<file path="src/sv/scfr_pkg.sv">
// Shared types and constants of the sum-checked frame receiver.
package scfr_pkg;

    localparam logic [7:0] HDR_FIRST   = 8'hCA;
    localparam logic [7:0] HDR_SECOND  = 8'hCF;
    localparam logic [7:0] ID_LIMIT    = 8'hF1;
    localparam logic [7:0] LEN_INVALID = 8'hFF;

    localparam logic [2:0] PH_HUNT = 3'd0;
    localparam logic [2:0] PH_HDR2 = 3'd1;
    localparam logic [2:0] PH_ID   = 3'd2;
    localparam logic [2:0] PH_LEN  = 3'd3;
    localparam logic [2:0] PH_DATA = 3'd4;
    localparam logic [2:0] PH_SUM  = 3'd5;

    localparam logic [1:0] KIND_PAYLOAD  = 2'd0;
    localparam logic [1:0] KIND_END_GOOD = 2'd1;
    localparam logic [1:0] KIND_END_BAD  = 2'd2;

    typedef struct packed {
        logic [1:0] kind;
        logic [7:0] data_byte;
        logic [7:0] frame_id;
        logic [7:0] payload_index;
        logic       last;
    } t_result;

endpackage

</file>
<file path="src/sv/scfr_decoder.sv">
// Frame state machine: header hunt, id, length, payload and checksum check.
module scfr_decoder (
    input  logic                i_clk,
    input  logic                i_rst_n,
    input  logic                i_step,
    input  logic [7:0]          i_byte,
    output logic                o_has_result,
    output scfr_pkg::t_result   o_result
);

    logic [2:0] r_phase, n_phase;
    logic [7:0] r_id, n_id;
    logic [7:0] r_left, n_left;
    logic [7:0] r_count, n_count;
    logic [7:0] r_sum, n_sum;
    logic [7:0] sum_plus;

    assign sum_plus = r_sum + i_byte;

    always_comb begin
        n_phase      = scfr_pkg::PH_HUNT;
        n_id         = r_id;
        n_left       = r_left;
        n_count      = r_count;
        n_sum        = r_sum;
        o_has_result = 1'b0;
        o_result.kind          = scfr_pkg::KIND_PAYLOAD;
        o_result.data_byte     = i_byte;
        o_result.frame_id      = r_id;
        o_result.payload_index = r_count;
        o_result.last          = 1'b0;
        unique case (r_phase)
            scfr_pkg::PH_HUNT: begin
                if (i_byte == scfr_pkg::HDR_FIRST) begin
                    n_phase = scfr_pkg::PH_HDR2;
                    n_sum   = i_byte;
                end
            end
            scfr_pkg::PH_HDR2: begin
                if (i_byte == scfr_pkg::HDR_SECOND) begin
                    n_phase = scfr_pkg::PH_ID;
                    n_sum   = sum_plus;
                end
            end
            scfr_pkg::PH_ID: begin
                if (i_byte != 8'd0 && i_byte < scfr_pkg::ID_LIMIT) begin
                    n_phase = scfr_pkg::PH_LEN;
                    n_id    = i_byte;
                    n_sum   = sum_plus;
                end
            end
            scfr_pkg::PH_LEN: begin
                if (i_byte != scfr_pkg::LEN_INVALID) begin
                    n_phase = scfr_pkg::PH_DATA;
                    n_left  = i_byte;
                    n_count = 8'd0;
                    n_sum   = sum_plus;
                end
            end
            scfr_pkg::PH_DATA: begin
                if (r_left != 8'd0) begin
                    o_has_result = 1'b1;
                    n_left       = r_left - 8'd1;
                    n_count      = r_count + 8'd1;
                    n_sum        = sum_plus;
                    n_phase      = (r_left == 8'd1) ? scfr_pkg::PH_SUM : scfr_pkg::PH_DATA;
                end
            end
            scfr_pkg::PH_SUM: begin
                o_has_result  = 1'b1;
                o_result.kind = (i_byte == r_sum) ? scfr_pkg::KIND_END_GOOD
                                                  : scfr_pkg::KIND_END_BAD;
                o_result.last = 1'b1;
            end
            default: begin
                n_phase = scfr_pkg::PH_HUNT;
            end
        endcase
    end

    always_ff @(posedge i_clk) begin
        if (!i_rst_n) begin
            r_phase <= scfr_pkg::PH_HUNT;
            r_id    <= 8'd0;
            r_left  <= 8'd0;
            r_count <= 8'd0;
            r_sum   <= 8'd0;
        end else if (i_step) begin
            r_phase <= n_phase;
            r_id    <= n_id;
            r_left  <= n_left;
            r_count <= n_count;
            r_sum   <= n_sum;
        end
    end

endmodule

</file>
<file path="src/sv/scfr_out_reg.sv">
// Result register that holds a beat until the consumer takes it.
module scfr_out_reg (
    input  logic                i_clk,
    input  logic                i_rst_n,
    input  logic                i_load,
    input  scfr_pkg::t_result   i_result,
    input  logic                i_stall,
    output logic                o_valid,
    output scfr_pkg::t_result   o_result
);

    logic              r_valid;
    scfr_pkg::t_result r_result;

    always_ff @(posedge i_clk) begin
        if (!i_rst_n) begin
            r_valid <= 1'b0;
        end else if (i_load) begin
            r_valid <= 1'b1;
        end else if (!i_stall) begin
            r_valid <= 1'b0;
        end
    end

    always_ff @(posedge i_clk) begin
        if (i_load) begin
            r_result <= i_result;
        end
    end

    assign o_valid  = r_valid;
    assign o_result = r_result;

endmodule

</file>
<file path="src/sv/sum_checked_frame_receiver.sv">
// Top level of the sum-checked frame receiver.
// Takes one stream byte per cycle unless o_in_stall holds it, and gives at most one result
// beat per byte: a payload beat for each payload byte, and a frame-end beat with good or bad
// status on the checksum byte of a frame of nonzero length. An accepted byte waits in the
// input register and passes through the frame state machine into the result register; the
// machine's single state update per byte sets that rate. Payload beats leave before the
// checksum is known, so a consumer must drop the payload of a frame that ends bad.
module sum_checked_frame_receiver (
    input  logic       i_clk,
    input  logic       i_rst_n,
    input  logic       i_in_valid,
    output logic       o_in_stall,
    input  logic [7:0] i_in_byte,
    output logic       o_out_valid,
    input  logic       i_out_stall,
    output logic [1:0] o_kind,
    output logic [7:0] o_data_byte,
    output logic [7:0] o_frame_id,
    output logic [7:0] o_payload_index,
    output logic       o_last
);

    logic              r_in_valid;
    logic [7:0]        r_in_byte;
    logic              has_result;
    logic              out_free;
    logic              advance;
    scfr_pkg::t_result dec_result;
    scfr_pkg::t_result out_result;

    assign out_free   = !o_out_valid || !i_out_stall;
    assign advance    = r_in_valid && (!has_result || out_free);
    assign o_in_stall = r_in_valid && !advance;

    always_ff @(posedge i_clk) begin
        if (!i_rst_n) begin
            r_in_valid <= 1'b0;
        end else if (!o_in_stall) begin
            r_in_valid <= i_in_valid;
        end
    end

    always_ff @(posedge i_clk) begin
        if (i_in_valid && !o_in_stall) begin
            r_in_byte <= i_in_byte;
        end
    end

    scfr_decoder u_decoder (
        .i_clk        (i_clk),
        .i_rst_n      (i_rst_n),
        .i_step       (advance),
        .i_byte       (r_in_byte),
        .o_has_result (has_result),
        .o_result     (dec_result)
    );

    scfr_out_reg u_out_reg (
        .i_clk    (i_clk),
        .i_rst_n  (i_rst_n),
        .i_load   (advance && has_result),
        .i_result (dec_result),
        .i_stall  (i_out_stall),
        .o_valid  (o_out_valid),
        .o_result (out_result)
    );

    assign o_kind          = out_result.kind;
    assign o_data_byte     = out_result.data_byte;
    assign o_frame_id      = out_result.frame_id;
    assign o_payload_index = out_result.payload_index;
    assign o_last          = out_result.last;

    a_last_marks_end: assert property (@(posedge i_clk) disable iff (!i_rst_n)
        o_out_valid |-> (o_last == (o_kind != scfr_pkg::KIND_PAYLOAD)))
        else $error("last flag disagrees with result kind");

    a_kind_legal: assert property (@(posedge i_clk) disable iff (!i_rst_n)
        o_out_valid |-> (o_kind == scfr_pkg::KIND_PAYLOAD ||
                         o_kind == scfr_pkg::KIND_END_GOOD ||
                         o_kind == scfr_pkg::KIND_END_BAD))
        else $error("illegal result kind");

    a_id_in_range: assert property (@(posedge i_clk) disable iff (!i_rst_n)
        o_out_valid |-> (o_frame_id != 8'd0 && o_frame_id < scfr_pkg::ID_LIMIT))
        else $error("result beat carries an out-of-range frame id");

    a_in_reg_holds: assert property (@(posedge i_clk) disable iff (!i_rst_n)
        (r_in_valid && o_in_stall) |=> (r_in_valid && $stable(r_in_byte)))
        else $error("stalled input byte was lost or changed");

endmodule

</file>
<file path="config.mk">
export PLATFORM = sky130hd
export DESIGN_NAME = sum_checked_frame_receiver
export DESIGN_NICKNAME = d
export VERILOG_FILES = /design/src/sv/scfr_pkg.sv /design/src/sv/scfr_decoder.sv /design/src/sv/scfr_out_reg.sv /design/src/sv/sum_checked_frame_receiver.sv
export SDC_FILE = /design/constraint.sdc
export NUM_CORES = 1
export LEC_CHECK = 0
export BUFFER_PORTS_ARGS = -buffer_cell sky130_fd_sc_hd__buf_2
export CORE_AREA = 2 2 123 125
export CTS_BUF_LIST = sky130_fd_sc_hd__clkbuf_8
export CTS_CLUSTER_DIAMETER = 40
export CTS_CLUSTER_SIZE = 30
export DETAILED_ROUTE_END_ITERATION = 6
export DIE_AREA = 0 0 125 127
export GPL_TIMING_DRIVEN = 0
export SYNTH_ARGS = -nofsm -noshare
export SYNTH_HDL_FRONTEND = slang
export SYNTH_SLANG_ARGS = --single-unit
</file>
<file path="constraint.sdc">
create_clock -name i_clk -period 6.2 [get_ports i_clk]
set_input_delay 1.86 -clock i_clk [delete_from_list [all_inputs] [get_ports i_clk]]
set_output_delay 1.86 -clock i_clk [all_outputs]
set_load 0.01 [all_outputs]
</file>
# Word-level counts from Yosys, hierarchy flattened

Index checks and enable logic that the tools add are counted.

Output and inout port bits: 29
Logic and storage cells: 78
Input bits: 12
Register bits: 72

Magnitude comparators: 1
Add/subtract/negate cells: 3
Muxes and demuxes: 25
Eq/ne operators: 16
Reductions and logical operators: 20

Operators with widths:

| operator                                            | number |
|---|---|
| 2-to-1 mux 8 bit                                    | 9 |
| case mux 8 bit (5 select lines)                     | 1 |
| case mux 8 bit (2 select lines)                     | 2 |
| equality test 8 bit, second input constant          | 2 |
| nonzero test 8 bit                                  | 2 |
| case mux 3 bit (5 select lines)                     | 1 |
| != test 2 x 1 -> 1 bit, second input constant       | 6 |
| adder 8 x 1 -> 8 bit, second input constant         | 1 |
| adder 8 bit                                         | 1 |
| equality test 8 x 1 -> 1 bit, second input constant | 1 |
| equality test 8 bit                                 | 1 |
| < comparator 8 bit, second input constant           | 1 |
| != test 8 bit, second input constant                | 1 |
| subtractor 8 x 1 -> 8 bit, second input constant    | 1 |
| AND reduction 7 bit                                 | 1 |
| equality test 3 x 2 -> 1 bit, second input constant | 2 |
| equality test 3 bit, second input constant          | 2 |
| 2-to-1 mux 1 bit                                    | 6 |
| 2-to-1 mux 2 bit                                    | 3 |
| 2-to-1 mux 3 bit                                    | 2 |
| logical AND 1 bit                                   | 5 |
| logical NOT 1 bit                                   | 5 |
| nonzero test 5 bit                                  | 1 |
| AND reduction 4 bit                                 | 1 |
| 6 further kinds                                     | 7 |

# Longest topological paths before layout

Depth in word-level cells: 10
Mapped depth: 9
Gate-level depth less buffers: 9

# Hierarchy

Synthesis repeated with hierarchy kept, for this count alone.

Cells, all modules: 337
Area, all modules: 3,498.4 um^2

Modules (own cells, without submodules):

| module                     | cells an instance | instances | seq. area each (um^2) | area an instance (um^2) |
|---|---|---|---|---|
| scfr_decoder               | 291               | 1         | 700.7                 | 2,352.3 |
| scfr_out_reg               | 30                | 1         | 830.8                 | 842.1 |
| sum_checked_frame_receiver | 16                | 1         | 260.2                 | 304.0 |

# Worst setup path before layout

No wires, ideal clock.

Path type: input -> output
Start point: in i_out_stall
End point: out o_in_stall
Cell stages on the path: 2
Buffers on the path: 0
Arrival: 2.183 ns
Required time: 4.340 ns
Path slack: 2.157 ns
Cells stage by stage: nand2_1 > nor2_1

Cells in the longest elaborated chain, start to end: 6

Ends and longest elaborated chain:

| item               | RTL line                         | source |
|---|---|---|
| start: declaration | sum_checked_frame_receiver.sv:15 | `input logic i_out_stall,` |
| logical NOT 1 bit  | --                               |  |
| logical OR 1 bit   | sum_checked_frame_receiver.sv:31 | `assign out_free = !o_out_valid \|\| !i_out_stall;` |
| logical OR 1 bit   | sum_checked_frame_receiver.sv:32 | `assign advance = r_in_valid && (!has_result \|\| out_free);` |
| logical AND 1 bit  | sum_checked_frame_receiver.sv:32 |  |
| logical NOT 1 bit  | sum_checked_frame_receiver.sv:33 | `assign o_in_stall = r_in_valid && !advance;` |
| logical AND 1 bit  | sum_checked_frame_receiver.sv:33 |  |
| end: declaration   | sum_checked_frame_receiver.sv:12 | `output logic o_in_stall,` |

No other way between the ends.

# Worst setup path after layout

Same ends and word-level chain as after synthesis.

==> run_results.csv <==
group,metric,value,unit
sta,rsz0062_at_grt,"no",
worst_setup_path,critPathKind,"input port to primary output",
hold_path,min_path_type,"register to register",
global_route,grt_max_degree,16,
synthesis,ys.flop_type,"dfxtp_1",
global_route,top_usage_layer,"met2",
sta,slew_viol_final,0,
sta,fin_skew,0.0175,ns
final_layout,mostFrequentLayoutCells,"buf_2 (45), dfxtp_1 (37), edfxtp_1 (35), nor2_1 (32), nand2_1 (28)",
die,boundaryPins,41,
sta,layout_setup_ws,1.76,ns
global_route,met3_usage,3.48,%
synthesis,synth_top_cell_area_share,30.5,%
synthesis,synthArstFlopShare,0,%
placement,gp_congestion,0.900,
synthesis,yosysSeqAreaShare,52.0,%
worst_setup_path,crit_path_end_kind,"primary output",
sta,period_minus_slack,4.44,ns
synthesis,ys_ff_latch,72,
final_layout,syn2layout_area_growth,19.5,%
clock_tree,worst_setup_hold_path_clk_slew,0.07,ns
clock_tree,post_cts_buffers,0,
placement,numPortBuffers,40,
global_route,antenna_found_initial,0,
die,start_util,23.9,%
routing,first_iter_violations,238,
synthesis,ys_types,57,
power_and_ir_drop,power_density,245,nW/um2
worst_setup_path,path_max_fanout,4,
die,core,14400,um2
final_layout,diodes,0,
placement,place_hpwl,6.04,mm
synthesis,synth_enable_flop_cells,35,
routing,drt-total-wl,8.41,mm
synthesis,yosysTopAreaCell,"edfxtp_1",
clock_tree,cts_resized,0,
sta,fmax,225,MHz
clock_tree,cts-hold-fix-buffers,0,
clock_tree,cts_made_buffers,9,
global_route,grtUsageMet2,15.9,%
synthesis,syn_nets,364,
clock_tree,clk_latency,0.36,ns
synthesis,yosysWarnings,0,
final_layout,finalNetCount,416,
clock_tree,cts_root_buf,"clkbuf_8",
routing,dr.pass1.iters,4,
flow_run,drv_cap,0,
clock_tree,clock-sinks,72,
global_route,groute.layer.met1.usage,15.2,%
routing,vias_per_cell,4.87,
outcome,status,"complete, no violations",
worst_setup_path,cpMostUsedCell,"buf_2",
global_route,grt_util_all_layers,10.8,%
die,die-area,15900,um2
sta,tightest_slew,0.815,ns
routing,wl_per_cell,14.5,um
global_route,grt_pass1_wl,13.8,mm
final_layout,drive_gt1_share,18.6,%
global_route,overflow,0,
synthesis,synth.avg_cell_area,10.1,um2
power_and_ir_drop,leakage,1.44,nW
placement,pre_cts_ws,1.78,ns
clock_tree,clockBufferDepth,2,
worst_setup_path,cp-start-kind,"input port",
clock_tree,cts_tree,"built",
clock_tree,h-tree-depth,3,
synthesis,yosys-top-cells-area,"edfxtp_1 (31%), dfxtp_1 (21%), ha_1 (4.0%)",
worst_setup_path,critical_path_required,4.34,ns
die,rows,44,
sta,period_share,71.5,%
worst_setup_path,crit_path_max_incr_delay,0.28,ns
sta,timing.final.setup_violations,0,
routing,drtAntennaViolNets,0,
final_layout,layout_commonest_cell,"buf_2",
sta,final-hold-violation-count,0,
synthesis,synth_cells,340,
routing,drcViolationCount,0,
synthesis,netlist_area,3450,um2
worst_setup_path,path_cells,"buf_2, nand2_1, nor2_1, buf_2",
worst_setup_path,critPathSlowestCell,"nor2_1",
worst_setup_path,cp.arrival,2.58,ns
die,die_w,125,um
routing,num_vias,2828,
power_and_ir_drop,ir_drop,111,uV
global_route,grt_pass1_vias,2674,
sta,slew_headroom,45.6,%
die,die_h,127,um
sta,finalSetupTns,0,ns
-- critical path: cells and delay by family --
kind / cells / cell delay, ns
buf+inv: 2 / 0.33
simple gates: 2 / 0.39
-- area by class of cell --
cell class                 instances  area (um2)
buffer                            18        85.1
clock buffer                      10         138
clock inverter                     6        85.1
fill                            1538       10300
inverter                          10        37.5
multi-input combinational        240        1530
sequential                        72        1790
tap                              184         230
timing repair buffer              41         215
-- layer usage --
metal / wire length, um / vias up
met5: 0 / -
met2: 3760 / 89
met3: 548 / 10
met1: 4010 / 1355
met4: 95 / 0
li1: - / 1374
-- per-stage QoR --
stage	power (mW)	area (um2)	cells	hold slack [ns]	util (%)
floorplan	0.577	3450	340	0.408	-
global placement	0.602	3880	564	0.420	26.9
detailed placement	0.603	3890	565	0.421	27.0
CTS	1.02	4120	581	0.438	28.5
global route	1.05	4120	581	0.456	28.5
finish	1.01	4120	581	0.435	28.5
-- path summary, 6_finish.rpt --
path                               startpoint                          endpoint  slack, ns  depth (start not counted)
max                               i_out_stall                        o_in_stall       1.76                          4
min            u_decoder.r_id[0]$_SDFFE_PN0P_   u_out_reg.o_result[9]$_DFFE_PP_       0.43                          0
max reg2reg  u_decoder.r_left[2]$_SDFFE_PN0P_  u_out_reg.o_result[15]$_DFFE_PP_       3.69                          6
min reg2reg    u_decoder.r_id[0]$_SDFFE_PN0P_   u_out_reg.o_result[9]$_DFFE_PP_       0.43                          0
-- synth_stat cells, types with 2 or more instances --
cell type and instances:
dfxtp_1 37, nor3_1 7, nor2_1 33, xnor2_1 2, ha_1 11, and2_1 3, clkbuf_1 11, nor2b_1 5
nand3_1 17, nand2b_1 4, o21bai_1 2, a21o_1 2, nand2_1 28, a211oi_1 8, inv_1 10, nand4_1 3
o21ai_1 6, buf_2 5, nand3_2 2, nor3b_1 3, mux2i_1 5, and3_1 5, nor4_1 4, or4_1 3
o211ai_1 10, o31ai_1 6, o2111ai_1 2, o21ai_0 12, a31oi_1 4, nor4b_1 2, a211oi_2 2, a21oi_1 27
edfxtp_1 35
-- flip-flops by register name, summed over array words and instances, names as in the netlist --
signal and count:
u_decoder.r_sum 8, u_decoder.r_left 8, u_decoder.r_count 8, u_decoder.r_phase 3
u_out_reg.o_result 27, r_in_valid 1, u_decoder.r_id 8, u_out_reg.o_valid 1
r_in_byte 8
-- power breakdown --
| group | internal [mW] | switching [mW] | leakage, nW | total [mW] |
|---|---|---|---|---|
| Clock | 0.236 | 0.180 | 0.114 | 0.416 |
| Sequential | 0.505 | 0.0154 | 0.597 | 0.520 |
| Combinational | 0.0281 | 0.0446 | 0.729 | 0.0727 |
-- logic make-up (layout without fill, tap and decap cells) --
group,count (synthesis),after routing,share of synthesized area [%]
AND/OR/NAND/NOR,127,127,19.5
multiplexers,5,5,1.45
AO/OA/AOI/OAI,93,93,18.2
buffers and inverters,28,85,3.56
adder cells (fa/ha/maj),12,12,4.58
XOR/XNOR,3,3,0.763
flip-flops,72,72,52.0
Note: power is estimated with default switching activity, not from simulation.
